[src/assert_macros.svh]
// Assertion macros shared by the packet framer RTL.
// Included by every module that carries concurrent assertions; no other dependencies.
`ifndef ASSERT_MACROS_SVH
`define ASSERT_MACROS_SVH

// Same-cycle implication, disabled while reset is high.
`define B64PF_ASSERT_IMPL(label, clk, rst, ante, cons) \
   label: assert property (@(posedge clk) disable iff (rst) (ante) |-> (cons)) \
      else $error("framer assertion failed");

// Next-cycle implication, disabled while reset is high.
`define B64PF_ASSERT_NEXT(label, clk, rst, ante, cons) \
   label: assert property (@(posedge clk) disable iff (rst) (ante) |=> (cons)) \
      else $error("framer assertion failed");

`endif

[src/b64pf_pkg.sv]
// Package for the base64 packet framer: constants, register and job types, helpers.
// Used by every module of the framer; depends on nothing else.
`default_nettype none

package b64pf_pkg;

   localparam int HEADER_MAX      = 8;
   localparam int QUEUE_DEPTH_DEF = 4;

   // Character slots of one job, emitted in ascending order.
   localparam int P_FULL  = HEADER_MAX;
   localparam int P_FNL   = HEADER_MAX + 4;
   localparam int P_PART  = HEADER_MAX + 5;
   localparam int P_END   = HEADER_MAX + 9;
   localparam int P_ERR   = HEADER_MAX + 10;
   localparam int MASK_W  = HEADER_MAX + 11;
   localparam int POS_W   = $clog2(MASK_W);
   localparam int HDR_IDX_W = (HEADER_MAX > 1) ? $clog2(HEADER_MAX) : 1;

   localparam int CSR_ADDR_W = 5;
   localparam int CSR_DATA_W = 64;

   localparam logic [7:0]  CHAR_NL         = 8'h0a;
   localparam logic [7:0]  CHAR_PAD        = 8'h3d;
   localparam logic [7:0]  CHAR_NONE       = 8'h00;
   localparam logic [7:0]  LINE_WIDTH_RST  = 8'd76;
   localparam logic [15:0] MAX_PAYLOAD_RST = 16'd1024;

   typedef enum logic [1:0] {
      REG_HEADER_CHARS = 2'd0,
      REG_HEADER_COUNT = 2'd1,
      REG_LINE_WIDTH   = 2'd2,
      REG_MAX_PAYLOAD  = 2'd3
   } reg_index_type;

   typedef enum logic {
      CMD_BEGIN = 1'b0,
      CMD_BYTE  = 1'b1
   } command_type;

   typedef struct packed {
      logic [63:0] header_chars;
      logic [3:0]  header_count;
      logic [7:0]  line_width;
      logic [15:0] max_payload;
   } cfg_type;

   typedef struct packed {
      logic [MASK_W-1:0] mask;
      logic [23:0]       full_bytes;
      logic [15:0]       part_bytes;
      logic              part_two;
   } job_type;

   typedef struct packed {
      logic        full;
      logic [23:0] full_bytes;
      logic [23:0] bytes;
      logic [1:0]  fill;
   } feed_type;

   function automatic feed_type feed_byte(input logic [23:0] bytes, input logic [1:0] fill,
                                          input logic [7:0] b);
      feed_type r;
      r.full       = 1'b0;
      r.full_bytes = bytes;
      r.bytes      = bytes;
      r.fill       = fill;
      case (fill)
         2'd0: begin
            r.bytes = {b, 16'h0000};
            r.fill  = 2'd1;
         end
         2'd1: begin
            r.bytes = {bytes[23:16], b, 8'h00};
            r.fill  = 2'd2;
         end
         2'd2: begin
            r.full       = 1'b1;
            r.full_bytes = {bytes[23:8], b};
            r.bytes      = 24'h000000;
            r.fill       = 2'd0;
         end
         default: begin
            r.fill = fill;
         end
      endcase
      return r;
   endfunction

   function automatic logic [7:0] b64_char(input logic [5:0] v);
      logic [7:0] w;
      logic [7:0] c;
      w = {2'b00, v};
      if (v < 6'd26) begin
         c = w + 8'd65;
      end else if (v < 6'd52) begin
         c = w + 8'd71;
      end else if (v < 6'd62) begin
         c = w - 8'd4;
      end else if (v == 6'd62) begin
         c = 8'h2b;
      end else begin
         c = 8'h2f;
      end
      return c;
   endfunction

endpackage

`default_nettype wire

[src/b64pf_csr.sv]
// Configuration registers of the packet framer behind an APB-style port.
// Depends on b64pf_pkg for the register index codes and the cfg_type bundle.
`default_nettype none

module b64pf_csr (
   input  wire                                 clock,
   input  wire                                 reset,
   input  wire                                 psel,
   input  wire                                 penable,
   input  wire                                 pwrite,
   input  wire  [b64pf_pkg::CSR_ADDR_W-1:0]    paddr,
   input  wire  [b64pf_pkg::CSR_DATA_W-1:0]    pwdata,
   output logic [b64pf_pkg::CSR_DATA_W-1:0]    prdata,
   output logic                                pready,
   output b64pf_pkg::cfg_type                  cfg
);
   import b64pf_pkg::*;

   logic [63:0]   header_chars_ff, header_chars_in;
   logic [3:0]    header_count_ff, header_count_in;
   logic [7:0]    line_width_ff, line_width_in;
   logic [15:0]   max_payload_ff, max_payload_in;
   logic          wr_en;
   reg_index_type sel;

   assign pready = 1'b1;
   assign wr_en  = psel & penable & pwrite & pready;
   assign sel    = reg_index_type'(paddr[4:3]);

   always_comb begin
      header_chars_in = header_chars_ff;
      header_count_in = header_count_ff;
      line_width_in   = line_width_ff;
      max_payload_in  = max_payload_ff;
      if (wr_en) begin
         case (sel)
            REG_HEADER_CHARS: header_chars_in = pwdata;
            REG_HEADER_COUNT: header_count_in = pwdata[3:0];
            REG_LINE_WIDTH:   line_width_in   = pwdata[7:0];
            REG_MAX_PAYLOAD:  max_payload_in  = pwdata[15:0];
            default:          header_chars_in = header_chars_ff;
         endcase
      end
   end

   always_comb begin
      case (sel)
         REG_HEADER_CHARS: prdata = header_chars_ff;
         REG_HEADER_COUNT: prdata = {60'h0, header_count_ff};
         REG_LINE_WIDTH:   prdata = {56'h0, line_width_ff};
         REG_MAX_PAYLOAD:  prdata = {48'h0, max_payload_ff};
         default:          prdata = '0;
      endcase
   end

   always_ff @(posedge clock) begin
      if (reset) begin
         header_chars_ff <= '0;
         header_count_ff <= '0;
         line_width_ff   <= LINE_WIDTH_RST;
         max_payload_ff  <= MAX_PAYLOAD_RST;
      end else begin
         header_chars_ff <= header_chars_in;
         header_count_ff <= header_count_in;
         line_width_ff   <= line_width_in;
         max_payload_ff  <= max_payload_in;
      end
   end

   assign cfg.header_chars = header_chars_ff;
   assign cfg.header_count = header_count_ff;
   assign cfg.line_width   = line_width_ff;
   assign cfg.max_payload  = max_payload_ff;

endmodule

`default_nettype wire

[src/b64pf_front.sv]
// Front end of the framer: accepts items, tracks packet and quantum state, builds jobs.
// Depends on b64pf_pkg for the job layout, feed helper and configuration bundle.
`default_nettype none

`include "assert_macros.svh"

module b64pf_front (
   input  wire                  clock,
   input  wire                  reset,
   input  wire                  req_valid,
   output logic                 req_stall,
   input  wire                  req_command,
   input  wire  [7:0]           req_payload_byte,
   input  wire  [15:0]          req_packet_length,
   input  b64pf_pkg::cfg_type   cfg,
   input  wire                  queue_full,
   output logic                 push_valid,
   output b64pf_pkg::job_type   push_job
);
   import b64pf_pkg::*;

   logic [23:0] qbytes_ff, qbytes_in;
   logic [1:0]  fill_ff, fill_in;
   logic [15:0] sum_ff, sum_in;
   logic [15:0] left_ff, left_in;
   logic [7:0]  line_ff, line_in;
   logic        open_ff, open_in;

   logic                  accept;
   logic [3:0]            hc;
   logic [HEADER_MAX-1:0] hdr_mask;
   logic [15:0]           sum_next;
   logic [15:0]           left_next;
   logic                  finishing;
   feed_type              s1, s2, s3;
   logic [8:0]            hdr_lc;
   logic [8:0]            byte_lc;
   logic                  hdr_nl;
   logic                  byte_nl;
   logic                  byte_full;
   logic [23:0]           byte_full_bytes;
   job_type               job;

   assign req_stall = queue_full;
   assign accept    = req_valid & ~queue_full;

   assign hc = (cfg.header_count > 4'(HEADER_MAX)) ? 4'(HEADER_MAX) : cfg.header_count;

   always_comb begin
      for (int i = 0; i < HEADER_MAX; i++) begin
         hdr_mask[i] = (4'(i) < hc);
      end
   end

   assign sum_next  = sum_ff + {8'h00, req_payload_byte};
   assign left_next = left_ff - 16'd1;
   assign finishing = (left_next == 16'd0);

   assign s1 = feed_byte(qbytes_ff, fill_ff, req_payload_byte);
   assign s2 = feed_byte(s1.bytes, s1.fill, sum_next[15:8]);
   assign s3 = feed_byte(s2.bytes, s2.fill, sum_next[7:0]);

   assign byte_full = s1.full | (finishing & (s2.full | s3.full));
   assign byte_full_bytes = s1.full ? s1.full_bytes :
                            (s2.full ? s2.full_bytes : s3.full_bytes);

   assign hdr_lc  = {5'b0, hc} + 9'd4;
   assign byte_lc = {1'b0, line_ff} + 9'd4;
   assign hdr_nl  = (hdr_lc >= {1'b0, cfg.line_width});
   assign byte_nl = (byte_lc >= {1'b0, cfg.line_width});

   always_comb begin
      qbytes_in = qbytes_ff;
      fill_in   = fill_ff;
      sum_in    = sum_ff;
      left_in   = left_ff;
      line_in   = line_ff;
      open_in   = open_ff;
      job       = '0;
      if (accept) begin
         if (command_type'(req_command) == CMD_BEGIN) begin
            qbytes_in = '0;
            fill_in   = '0;
            sum_in    = '0;
            left_in   = '0;
            line_in   = '0;
            open_in   = 1'b0;
            if (req_packet_length > cfg.max_payload) begin
               job.mask[P_ERR] = 1'b1;
            end else begin
               job.mask[HEADER_MAX-1:0] = hdr_mask;
               if (req_packet_length == 16'd0) begin
                  job.mask[P_FULL +: 4] = 4'hf;
                  job.mask[P_FNL]       = hdr_nl;
                  job.mask[P_PART +: 4] = 4'hf;
                  job.mask[P_END]       = 1'b1;
               end else begin
                  qbytes_in = {req_packet_length, 8'h00};
                  fill_in   = 2'd2;
                  line_in   = {4'b0, hc};
                  left_in   = req_packet_length;
                  open_in   = 1'b1;
               end
            end
         end else if (open_ff) begin
            job.full_bytes = byte_full_bytes;
            if (byte_full) begin
               job.mask[P_FULL +: 4] = 4'hf;
               job.mask[P_FNL]       = byte_nl;
               line_in               = byte_nl ? 8'd0 : byte_lc[7:0];
            end
            if (finishing) begin
               job.part_bytes = s3.bytes[23:8];
               job.part_two   = (s3.fill == 2'd2);
               if (s3.fill != 2'd0) begin
                  job.mask[P_PART +: 4] = 4'hf;
               end
               job.mask[P_END] = 1'b1;
               qbytes_in = '0;
               fill_in   = '0;
               sum_in    = '0;
               left_in   = '0;
               line_in   = '0;
               open_in   = 1'b0;
            end else begin
               qbytes_in = s1.bytes;
               fill_in   = s1.fill;
               sum_in    = sum_next;
               left_in   = left_next;
            end
         end
      end
   end

   assign push_valid = accept & (|job.mask);
   assign push_job   = job;

   always_ff @(posedge clock) begin
      if (reset) begin
         qbytes_ff <= '0;
         fill_ff   <= '0;
         sum_ff    <= '0;
         left_ff   <= '0;
         line_ff   <= '0;
         open_ff   <= 1'b0;
      end else begin
         qbytes_ff <= qbytes_in;
         fill_ff   <= fill_in;
         sum_ff    <= sum_in;
         left_ff   <= left_in;
         line_ff   <= line_in;
         open_ff   <= open_in;
      end
   end

   `B64PF_ASSERT_IMPL(a_open_fill, clock, reset, open_ff, (fill_ff != 2'd3) && (left_ff != 16'd0))
   `B64PF_ASSERT_IMPL(a_idle_clear, clock, reset, !open_ff, ({fill_ff, left_ff, sum_ff} == '0))

endmodule

`default_nettype wire

[src/b64pf_queue.sv]
// Short job queue between the front end and the character emitter.
// Depends on b64pf_pkg for job_type; depth comes from the DEPTH parameter.
`default_nettype none

`include "assert_macros.svh"

module b64pf_queue #(
   parameter int DEPTH = b64pf_pkg::QUEUE_DEPTH_DEF
) (
   input  wire                  clock,
   input  wire                  reset,
   input  wire                  push,
   input  b64pf_pkg::job_type   push_job,
   output logic                 full,
   input  wire                  pop,
   output logic                 pop_valid,
   output b64pf_pkg::job_type   pop_job
);
   import b64pf_pkg::*;

   localparam int PTR_W = (DEPTH > 1) ? $clog2(DEPTH) : 1;
   localparam int CNT_W = $clog2(DEPTH + 1);

   job_type            entry_ff [DEPTH];
   logic [PTR_W-1:0]   wptr_ff, wptr_in;
   logic [PTR_W-1:0]   rptr_ff, rptr_in;
   logic [CNT_W-1:0]   count_ff, count_in;
   logic               do_push;
   logic               do_pop;

   assign full      = (count_ff == CNT_W'(DEPTH));
   assign pop_valid = (count_ff != '0);
   assign do_push   = push & ~full;
   assign do_pop    = pop & pop_valid;
   assign pop_job   = entry_ff[rptr_ff];

   always_comb begin
      wptr_in  = wptr_ff;
      rptr_in  = rptr_ff;
      count_in = count_ff;
      if (do_push) begin
         wptr_in = (wptr_ff == PTR_W'(DEPTH - 1)) ? '0 : wptr_ff + PTR_W'(1);
      end
      if (do_pop) begin
         rptr_in = (rptr_ff == PTR_W'(DEPTH - 1)) ? '0 : rptr_ff + PTR_W'(1);
      end
      if (do_push && !do_pop) begin
         count_in = count_ff + CNT_W'(1);
      end else if (do_pop && !do_push) begin
         count_in = count_ff - CNT_W'(1);
      end
   end

   always_ff @(posedge clock) begin
      if (do_push) begin
         entry_ff[wptr_ff] <= push_job;
      end
   end

   always_ff @(posedge clock) begin
      if (reset) begin
         wptr_ff  <= '0;
         rptr_ff  <= '0;
         count_ff <= '0;
      end else begin
         wptr_ff  <= wptr_in;
         rptr_ff  <= rptr_in;
         count_ff <= count_in;
      end
   end

   `B64PF_ASSERT_IMPL(a_count_range, clock, reset, 1'b1, count_ff <= CNT_W'(DEPTH))

endmodule

`default_nettype wire

[src/b64pf_back.sv]
// Framer's character emitter: walks job slot masks, one character a cycle unless stalled.
// Depends on b64pf_pkg for slot positions, the job layout and the base64 alphabet.
`default_nettype none

`include "assert_macros.svh"

module b64pf_back (
   input  wire                  clock,
   input  wire                  reset,
   input  wire  [63:0]          header_chars,
   input  wire                  q_valid,
   input  b64pf_pkg::job_type   q_job,
   output logic                 q_pop,
   output logic                 rsp_valid,
   input  wire                  rsp_stall,
   output logic [7:0]           rsp_out_char,
   output logic                 rsp_last_of_run,
   output logic                 rsp_packet_end,
   output logic                 rsp_too_long
);
   import b64pf_pkg::*;

   logic [MASK_W-1:0] mask_ff, mask_in;
   logic [23:0]       full_ff;
   logic [15:0]       part_ff;
   logic              two_ff;

   logic              valid_ff, valid_in;
   logic [7:0]        char_ff;
   logic              last_ff;
   logic              pend_ff;
   logic              err_ff;

   logic [POS_W-1:0]  pos;
   logic [POS_W-1:0]  rel_full;
   logic [POS_W-1:0]  rel_part;
   logic [MASK_W-1:0] rest;
   logic              have;
   logic              out_free;
   logic              emit;
   logic              last;
   logic [7:0]        ch;
   logic [7:0]        hdr [HEADER_MAX];
   logic [5:0]        fsym [4];

   always_comb begin
      pos = '0;
      for (int i = MASK_W - 1; i >= 0; i--) begin
         if (mask_ff[i]) begin
            pos = POS_W'(i);
         end
      end
   end

   always_comb begin
      for (int i = 0; i < HEADER_MAX; i++) begin
         hdr[i] = header_chars[63 - 8 * i -: 8];
      end
      for (int k = 0; k < 4; k++) begin
         fsym[k] = full_ff[23 - 6 * k -: 6];
      end
   end

   assign rel_full = pos - POS_W'(P_FULL);
   assign rel_part = pos - POS_W'(P_PART);

   always_comb begin
      if (pos < POS_W'(P_FULL)) begin
         ch = hdr[pos[HDR_IDX_W-1:0]];
      end else if (pos < POS_W'(P_FNL)) begin
         ch = b64_char(fsym[rel_full[1:0]]);
      end else if (pos == POS_W'(P_FNL)) begin
         ch = CHAR_NL;
      end else if (pos < POS_W'(P_END)) begin
         case (rel_part[1:0])
            2'd0:    ch = b64_char(part_ff[15:10]);
            2'd1:    ch = b64_char(part_ff[9:4]);
            2'd2:    ch = two_ff ? b64_char({part_ff[3:0], 2'b00}) : CHAR_PAD;
            default: ch = CHAR_PAD;
         endcase
      end else if (pos == POS_W'(P_END)) begin
         ch = CHAR_NL;
      end else begin
         ch = CHAR_NONE;
      end
   end

   assign rest     = mask_ff & (mask_ff - MASK_W'(1));
   assign have     = |mask_ff;
   assign out_free = ~valid_ff | ~rsp_stall;
   assign emit     = have & out_free;
   assign last     = (rest == '0);
   assign q_pop    = q_valid & (~have | (emit & last));

   always_comb begin
      mask_in = mask_ff;
      if (q_pop) begin
         mask_in = q_job.mask;
      end else if (emit) begin
         mask_in = rest;
      end
      valid_in = valid_ff;
      if (out_free) begin
         valid_in = emit;
      end
   end

   always_ff @(posedge clock) begin
      if (reset) begin
         mask_ff  <= '0;
         valid_ff <= 1'b0;
      end else begin
         mask_ff  <= mask_in;
         valid_ff <= valid_in;
      end
   end

   always_ff @(posedge clock) begin
      if (q_pop) begin
         full_ff <= q_job.full_bytes;
         part_ff <= q_job.part_bytes;
         two_ff  <= q_job.part_two;
      end
      if (emit) begin
         char_ff <= ch;
         last_ff <= last;
         pend_ff <= (pos == POS_W'(P_END));
         err_ff  <= (pos == POS_W'(P_ERR));
      end
   end

   assign rsp_valid       = valid_ff;
   assign rsp_out_char    = char_ff;
   assign rsp_last_of_run = last_ff;
   assign rsp_packet_end  = pend_ff;
   assign rsp_too_long    = err_ff;

   `B64PF_ASSERT_IMPL(a_end_is_last, clock, reset, valid_ff && (pend_ff || err_ff), last_ff)
   `B64PF_ASSERT_NEXT(a_emit_shows, clock, reset, have && out_free, valid_ff)

endmodule

`default_nettype wire

[src/base64_packet_framer_top.sv]
// Top level of the base64 packet framer: register port, front end, job queue, emitter.
// Depends on b64pf_pkg and the b64pf_csr, b64pf_front, b64pf_queue and b64pf_back modules.
`default_nettype none

// The framer accepts one input transfer per cycle while its job queue, QUEUE_DEPTH entries
// deep, has room; each accepted begin or payload transfer becomes at most one job in that
// cycle. The emitter delivers at most one character per cycle: an idle emitter first loads
// a job from the queue, and it then walks queued jobs without gaps while results are not
// stalled. A payload byte yields no character, four base64 characters, five with an
// inserted newline, or up to ten when it closes the packet, about 1.33 on average, so a
// byte stream, with its newlines, is limited by the single character path of the emitter; a
// begin costs up to eighteen characters. While results stall, the queue keeps taking jobs,
// and the input stalls only once the queue is full.

module base64_packet_framer_top #(
   parameter int QUEUE_DEPTH = b64pf_pkg::QUEUE_DEPTH_DEF
) (
   input  wire                               clock,
   input  wire                               reset,
   input  wire                               req_valid,
   output logic                              req_stall,
   input  wire                               req_command,
   input  wire  [7:0]                        req_payload_byte,
   input  wire  [15:0]                       req_packet_length,
   output logic                              rsp_valid,
   input  wire                               rsp_stall,
   output logic [7:0]                        rsp_out_char,
   output logic                              rsp_last_of_run,
   output logic                              rsp_packet_end,
   output logic                              rsp_too_long,
   input  wire                               csr_psel,
   input  wire                               csr_penable,
   input  wire                               csr_pwrite,
   input  wire  [b64pf_pkg::CSR_ADDR_W-1:0]  csr_paddr,
   input  wire  [b64pf_pkg::CSR_DATA_W-1:0]  csr_pwdata,
   output logic [b64pf_pkg::CSR_DATA_W-1:0]  csr_prdata,
   output logic                              csr_pready
);
   import b64pf_pkg::*;

   cfg_type cfg;
   logic    push_valid;
   job_type push_job;
   logic    queue_full;
   logic    q_pop;
   logic    q_valid;
   job_type q_job;

   b64pf_csr u_csr (
      .clock   (clock),
      .reset   (reset),
      .psel    (csr_psel),
      .penable (csr_penable),
      .pwrite  (csr_pwrite),
      .paddr   (csr_paddr),
      .pwdata  (csr_pwdata),
      .prdata  (csr_prdata),
      .pready  (csr_pready),
      .cfg     (cfg)
   );

   b64pf_front u_front (
      .clock             (clock),
      .reset             (reset),
      .req_valid         (req_valid),
      .req_stall         (req_stall),
      .req_command       (req_command),
      .req_payload_byte  (req_payload_byte),
      .req_packet_length (req_packet_length),
      .cfg               (cfg),
      .queue_full        (queue_full),
      .push_valid        (push_valid),
      .push_job          (push_job)
   );

   b64pf_queue #(
      .DEPTH (QUEUE_DEPTH)
   ) u_queue (
      .clock     (clock),
      .reset     (reset),
      .push      (push_valid),
      .push_job  (push_job),
      .full      (queue_full),
      .pop       (q_pop),
      .pop_valid (q_valid),
      .pop_job   (q_job)
   );

   b64pf_back u_back (
      .clock           (clock),
      .reset           (reset),
      .header_chars    (cfg.header_chars),
      .q_valid         (q_valid),
      .q_job           (q_job),
      .q_pop           (q_pop),
      .rsp_valid       (rsp_valid),
      .rsp_stall       (rsp_stall),
      .rsp_out_char    (rsp_out_char),
      .rsp_last_of_run (rsp_last_of_run),
      .rsp_packet_end  (rsp_packet_end),
      .rsp_too_long    (rsp_too_long)
   );

endmodule

`default_nettype wire
[config.mk]
export PLATFORM = sky130hd
export DESIGN_NAME = base64_packet_framer_top
export DESIGN_NICKNAME = d
export VERILOG_FILES = /design/src/b64pf_pkg.sv /design/src/b64pf_csr.sv /design/src/b64pf_front.sv /design/src/b64pf_queue.sv /design/src/b64pf_back.sv /design/src/base64_packet_framer_top.sv
export VERILOG_INCLUDE_DIRS = /design/src /design/src/src
export SDC_FILE = /design/constraint.sdc
export NUM_CORES = 1
export LEC_CHECK = 0
export ABC_AREA = 1
export BUFFER_PORTS_ARGS = -buffer_cell sky130_fd_sc_hd__buf_2
export CAP_MARGIN = 0
export CORE_MARGIN = 4
export CORE_UTILIZATION = 50
export CTS_CLUSTER_DIAMETER = 80
export DETAILED_ROUTE_END_ITERATION = 10
export PLACE_DENSITY = 0.69
export SLEW_MARGIN = 40
export SYNTH_ARGS = -nofsm -noshare
export SYNTH_HDL_FRONTEND = slang
export SYNTH_SLANG_ARGS = --single-unit
[constraint.sdc]
create_clock -name clock -period 6.45 [get_ports clock]
set_input_delay 1.29 -clock clock [delete_from_list [all_inputs] [get_ports clock]]
set_output_delay 1.29 -clock clock [all_outputs]
set_load 0.02 [all_outputs]
# ---- After elaboration in Yosys (flattened, before gate mapping)
# Memory sizes are Yosys's and may differ from the RTL's. A register that Yosys moved wholly into a read port is not among the register bits.
# Index checks and enable logic that the tools add are counted.
dict set report classes {
  n_eq_ne 23
  bitwise_logic 21
  muxes 114
  add_sub_neg 23
  order_cmp 29
  n_shift 0
  n_div 0
  multipliers 0
  n_reduce_logical 24
}
# cell count
set op_table {}
lappend op_table {{one-hot mux 64 bit (4 select lines)} 1}
lappend op_table {{one-hot mux 24 bit (3 select lines)} 3}
lappend op_table {{2-to-1 mux 8 bit} 26}
lappend op_table {{2-to-1 mux 24 bit} 7}
lappend op_table {{2-to-1 mux 16 bit} 8}
lappend op_table {{2-to-1 mux 5 bit} 21}
lappend op_table {{2-to-1 mux 41 bit} 2}
lappend op_table {{2-to-1 mux 25 bit} 3}
lappend op_table {{adder 6 x 7 -> 8 bit, second input constant} 8}
lappend op_table {{2-to-1 mux 60 bit} 1}
lappend op_table {{< comparator 6 bit, second input constant} 8}
lappend op_table {{2-to-1 mux 19 bit} 2}
lappend op_table {{OR reduction 19 bit} 2}
lappend op_table {{zero test 16 bit} 2}
lappend op_table {{2-to-1 mux 10 bit} 3}
lappend op_table {{subtractor 6 x 3 -> 7 bit, second input constant} 4}
lappend op_table {{binary-select mux 8 bit (select 3 bit)} 1}
lappend op_table {{< comparator 6 x 5 -> 1 bit, second input constant} 4}
lappend op_table {{one-hot mux 8 bit (3 select lines)} 1}
lappend op_table {{bitwise AND 19 bit} 1}
lappend op_table {{zero test 19 bit} 1}
lappend op_table {{subtractor 19 x 1 -> 19 bit, second input constant} 1}
lappend op_table {{== test 2 bit, second input constant} 9}
lappend op_table {{== test 6 bit, second input constant} 3}
lappend op_table {{45 further kinds} 112}
dict set report totals {
  regBits 238
  latchBits 0
  elab_cells 257
  ram_bits 240
  rom_bits 0
  mem_count 1
}
# name depth width read_ports rd_clocked_by_memory_dff write_ports line
set memory_table {}
lappend memory_table {u_queue.entry_ff 4 60 1 1 1 b64pf_queue.sv:24} ;# job_type entry_ff [DEPTH];

# ---- Logic depth before layout (Yosys ltp)
dict set report depth {
  word_depth 31
  ltp_mapped 34
  mapped_depth_nobuf 34
}

# ---- Hierarchy
# From an unflattened synthesis, not the netlist that was laid out.
dict set report hier_totals {
  cells_unflattened 3140
  area_unflattened_um2 25523.2
}
# mod seq_area_each_um2 cells_each n_inst area_each_um2
set modules_own_cells {}
lappend modules_own_cells {b64pf_queue 7387.1 650 1 9566.7}
lappend modules_own_cells {b64pf_front 1341.3 1084 1 6358.6}
lappend modules_own_cells {b64pf_back 1961.9 681 1 5046.1}
lappend modules_own_cells {b64pf_csr 1841.8 725 1 4551.9}

# ---- Least setup slack after synthesis
# Ideal clock, no wire load.
dict set report synth_path {
  path_kind {input to register}
  startpoint {input req_packet_length[9]}
  endpoint {memory u_queue.entry_ff[0][0] in the netlist's numbering (enable)}
  arrival_time_ps 5204
  path_stages 16
  slack_ps 779
  cell_sequence {ha_1 > a21oi_1 > nor2_1 > a211oi_1 > o21ai_0 > a21oi_1 > o21ai_0 > nand2_1 > inv_1 > nor2_1 > inv_1 > a21oi_1 > nor3_2 > nand2_4 > inv_4 > nor2_1}
}
# element line
set synth_lines {}
lappend synth_lines {{start: declaration} base64_packet_framer_top.sv:24} ;# input wire [15:0] req_packet_length,
lappend synth_lines {{end: declaration} b64pf_queue.sv:24}

==> results.py <==
metrics = {
    "route": {
        "via_count": 19197,
        "detail-route-antenna-nets": 0,
        "wirelength_um": 63000,
        "avgViaCountPerCell": 5.763,
        "top_layer": "met4",
        "drt_iter0_drc": 1945,
        "drc": 0,
        "wl_met3_um": 4072,
        "drt-met1-wl_um": 27490,
        "first_pass_iters": 5,
        "wire_per_inst_um": 18.91,
        "route.met2.wl_um": 29800,
    },
    "floorplanning": {
        "initial_utilization_pct": 50.91,
        "ioPinCount": 179,
        "placementRows": 77,
        "core_um2": 44610,
        "die_y_um": 221.1,
        "die_area_um2": 48890,
        "die_w_um": 221.1,
    },
    "pwr": {
        "power_uw": 11100,
        "power_density_nw_per_um2": 430.7,
        "p_leak_uw": 0.01013,
        "peakVddDrop_mv": 0.2297,
    },
    "timing": {
        "rsz0062_at_grt": "no",
        "finalCritPeriodShare_pct": 68.54,
        "tightestPinTransition_ns": 0.8423,
        "skew_ns": 0.03416,
        "max_freq_mhz": 226.2,
        "hold_slack_ns": 0.4511,
        "min_period_ns": 4.421,
        "relSlewSlack_pct": 43.51,
        "setup_viol": 0,
        "finalSetupTns_ns": 0,
        "hold_violations": 0,
        "maxSlewViolCount": 0,
    },
    "cells_and_area": {
        "final_util_pct": 57.78,
        "drive_gt1_share_pct": 12.56,
        "layout.nets": 2873,
        "areaGrowthSynthToFinish_pct": 13.49,
        "fill_cells": 3897,
    },
    "global_routing": {
        "grt_pass1_vias": 18058,
        "grt_pass1_wl_um": 97480,
        "track_usage_pct": 24.49,
        "gr-total-overflow": 0,
        "grt_max_degree": 122,
        "antenna_found_initial": 1,
    },
    "setup_path": {
        "critPathMaxStageDelay_ns": 0.54,
        "cp.required_ns": 6.71,
        "critPathSlowestCell": "nor2_4",
        "cp_common_cell": "nand3_1",
        "crit_buf_inv": 3,
        "cp_max_fo": 36,
        "path_cells": "inv_1 -> ha_1 -> xnor2_1 -> nand3_1 -> nor3_2 -> nand3_1 -> nor3_1 -> nand3_1 -> nor4_4 -> nand3_2 -> nand2_1 -> nor3_2 -> nand2_4 -> inv_4 -> nor2_4 -> buf_12",
        "startpoint_type": "flop",
        "critPathCaptureType": "flop",
        "worst-endpoint-arrival_ns": 4.68,
        "cpLargestDelayFamily": "simple AND/OR/NAND/NOR gates",
        "crit_type": "reg2reg",
    },
    "clock_tree": {
        "ctsResizeCount": 0,
        "root_buffer": "clkbuf_16",
        "cts.sinks": 456,
        "cts_tree": "done",
        "clockBufferDepth": 3,
        "holdBufCountCts": 0,
        "cts_buffers": 47,
        "htreeDepth": 2,
        "post_cts_buffers": 0,
        "clkTransAtPathRegs_ns": 0.06,
        "clk_latency_ns": 0.60,
    },
    "yosys": {
        "synthCells": 2581,
        "synth_top_area_cell": "edfxtp_1",
        "synth_area_leaders": "edfxtp_1 (35%), dfxtp_1 (17%), o21ai_0 (5.9%)",
        "ys_seq_area_share_pct": 52.01,
        "synth_top_area_share_pct": 35.44,
        "postSynthAreaPerCell_um2": 8.799,
        "yosysUniqueCellTypes": 61,
        "synth_top_cells_by_count": "nor2_1 (337), nand2_1 (303), inv_1 (302), o21ai_0 (269), edfxtp_1 (268)",
        "async_reset_ff_share_pct": 0,
        "synth_nets": 2755,
        "synth-edff-count": 268,
        "yosysMostFrequentCell": "nor2_1",
        "synthFlopType": "edfxtp_1",
        "ys_seq_elements": 456,
        "synth_area_um2": 22710,
        "synth_warnings": 0,
    },
    "min_path": {
        "hold_class": "reg2reg",
    },
    "status": {
        "outcome": "complete, no violations",
    },
    "placement": {
        "globalplace.congestion": 0.9307,
        "port_buffers": 174,
        "dpl.hpwl_um": 44180,
    },
    "run": {
        "drv_cap": 0,
    },
}
per-stage QoR:
| stage | std cells | worst slack, ns | instance area [um^2] |
|---|---|---|---|
| 2_1_floorplan | 2581 | 0.7792 | 22710 |
| 6_report | 3331 | 2.029 | 25770 |
| 4_1_cts | 3329 | 1.997 | 25730 |
| 3_3_place_gp | 3241 | 1.690 | 24020 |
| 3_5_place_dp | 3241 | 1.615 | 24050 |
| 5_1_grt | 3331 | 1.592 | 25770 |
tightest hold or removal path, cell delays in order, from the launching register on:
cell     delay, ns
dfxtp_1       0.30
inv_1         0.06
nor3_1        0.05
logic make-up (layout without fill, tap and decap cells):
kind of cell	after synthesis	count (layout)	synth area share, %
adder cells (fa/ha/maj)	73	73	4.088
flip-flops	456	456	52.01
AND/OR/NAND/NOR	821	821	15.35
buffers and inverters	447	604	7.493
AO/OA/AOI/OAI	750	750	19.79
other	2	3	0.03307
XOR/XNOR	32	32	1.234
cell type report:
cell class	instances	area, um^2	share of cell area (%)
Multi-Input combinational cell	1678	9266	35.95
Timing Repair Buffer	193	1056	4.097
Tap cell	592	740.7	2.874
Inverter	323	1219	4.728
Clock buffer	64	1354	5.252
Sequential cell	456	11810	45.83
Clock inverter	24	324.1	1.257
Antenna cell	1	2.502	0.009709
power by group:
group / total, uW / internal, uW / switching, uW
sequential: 3790 / 3570 / 224
combinational: 4440 / 1310 / 3130
clock: 2870 / 1730 / 1140
layout by cell type, fill, tap and decap left out, types with 16 or more instances in the layout:
master	count
nor2_1	330
nand2_1	301
inv_1	298
o21ai_0	269
edfxtp_1	268
a21oi_1	199
dfxtp_1	187
buf_2	173
nand3_1	82
ha_1	70
o22ai_1	69
o221ai_1	52
clkbuf_16	49
o211ai_1	36
nor3_1	35
a211oi_1	27
xor2_1	26
nand4_1	20
a221oi_1	17
a22oi_1	16
layer usage:
layer | global-route usage, % | vias up
li1 | - | 9278
met1 | 34.11 | 9118
met2 | 40.42 | 697
met3 | 3.260 | 104
met4 | 7.147 | 0
met5 | 0 | -
worst paths after layout:
path,slack [ns],cells after the start,to,from
hold reg to reg,0.45,2,u_front.qbytes_ff[6],u_front.qbytes_ff[6]
setup reg to reg,2.03,16,u_queue.entry_ff[0][2],u_front.left_ff[0]
hold / removal,0.45,2,u_front.qbytes_ff[6],u_front.qbytes_ff[6]
setup / recovery,2.03,16,u_queue.entry_ff[0][2],u_front.left_ff[0]
registers in the layout, indices dropped and copies added (netlist names), 2 cells and up, named ones only:
name,flops
u_queue.count_ff,3
u_back.part_ff,16
u_back.mask_ff,19
u_queue.wptr_ff,2
u_csr.header_count_ff,4
u_front.left_ff,16
u_front.fill_ff,2
u_csr.header_chars_ff,64
u_csr.max_payload_ff,16
u_queue.rptr_ff,2
u_back.fsym,24
u_front.qbytes_ff,24
u_back.rsp_out_char,8
u_front.line_ff,8
u_front.sum_ff,16
u_csr.line_width_ff,8
u_queue.entry_ff,216
Note: power is estimated with default switching activity, not from simulation.
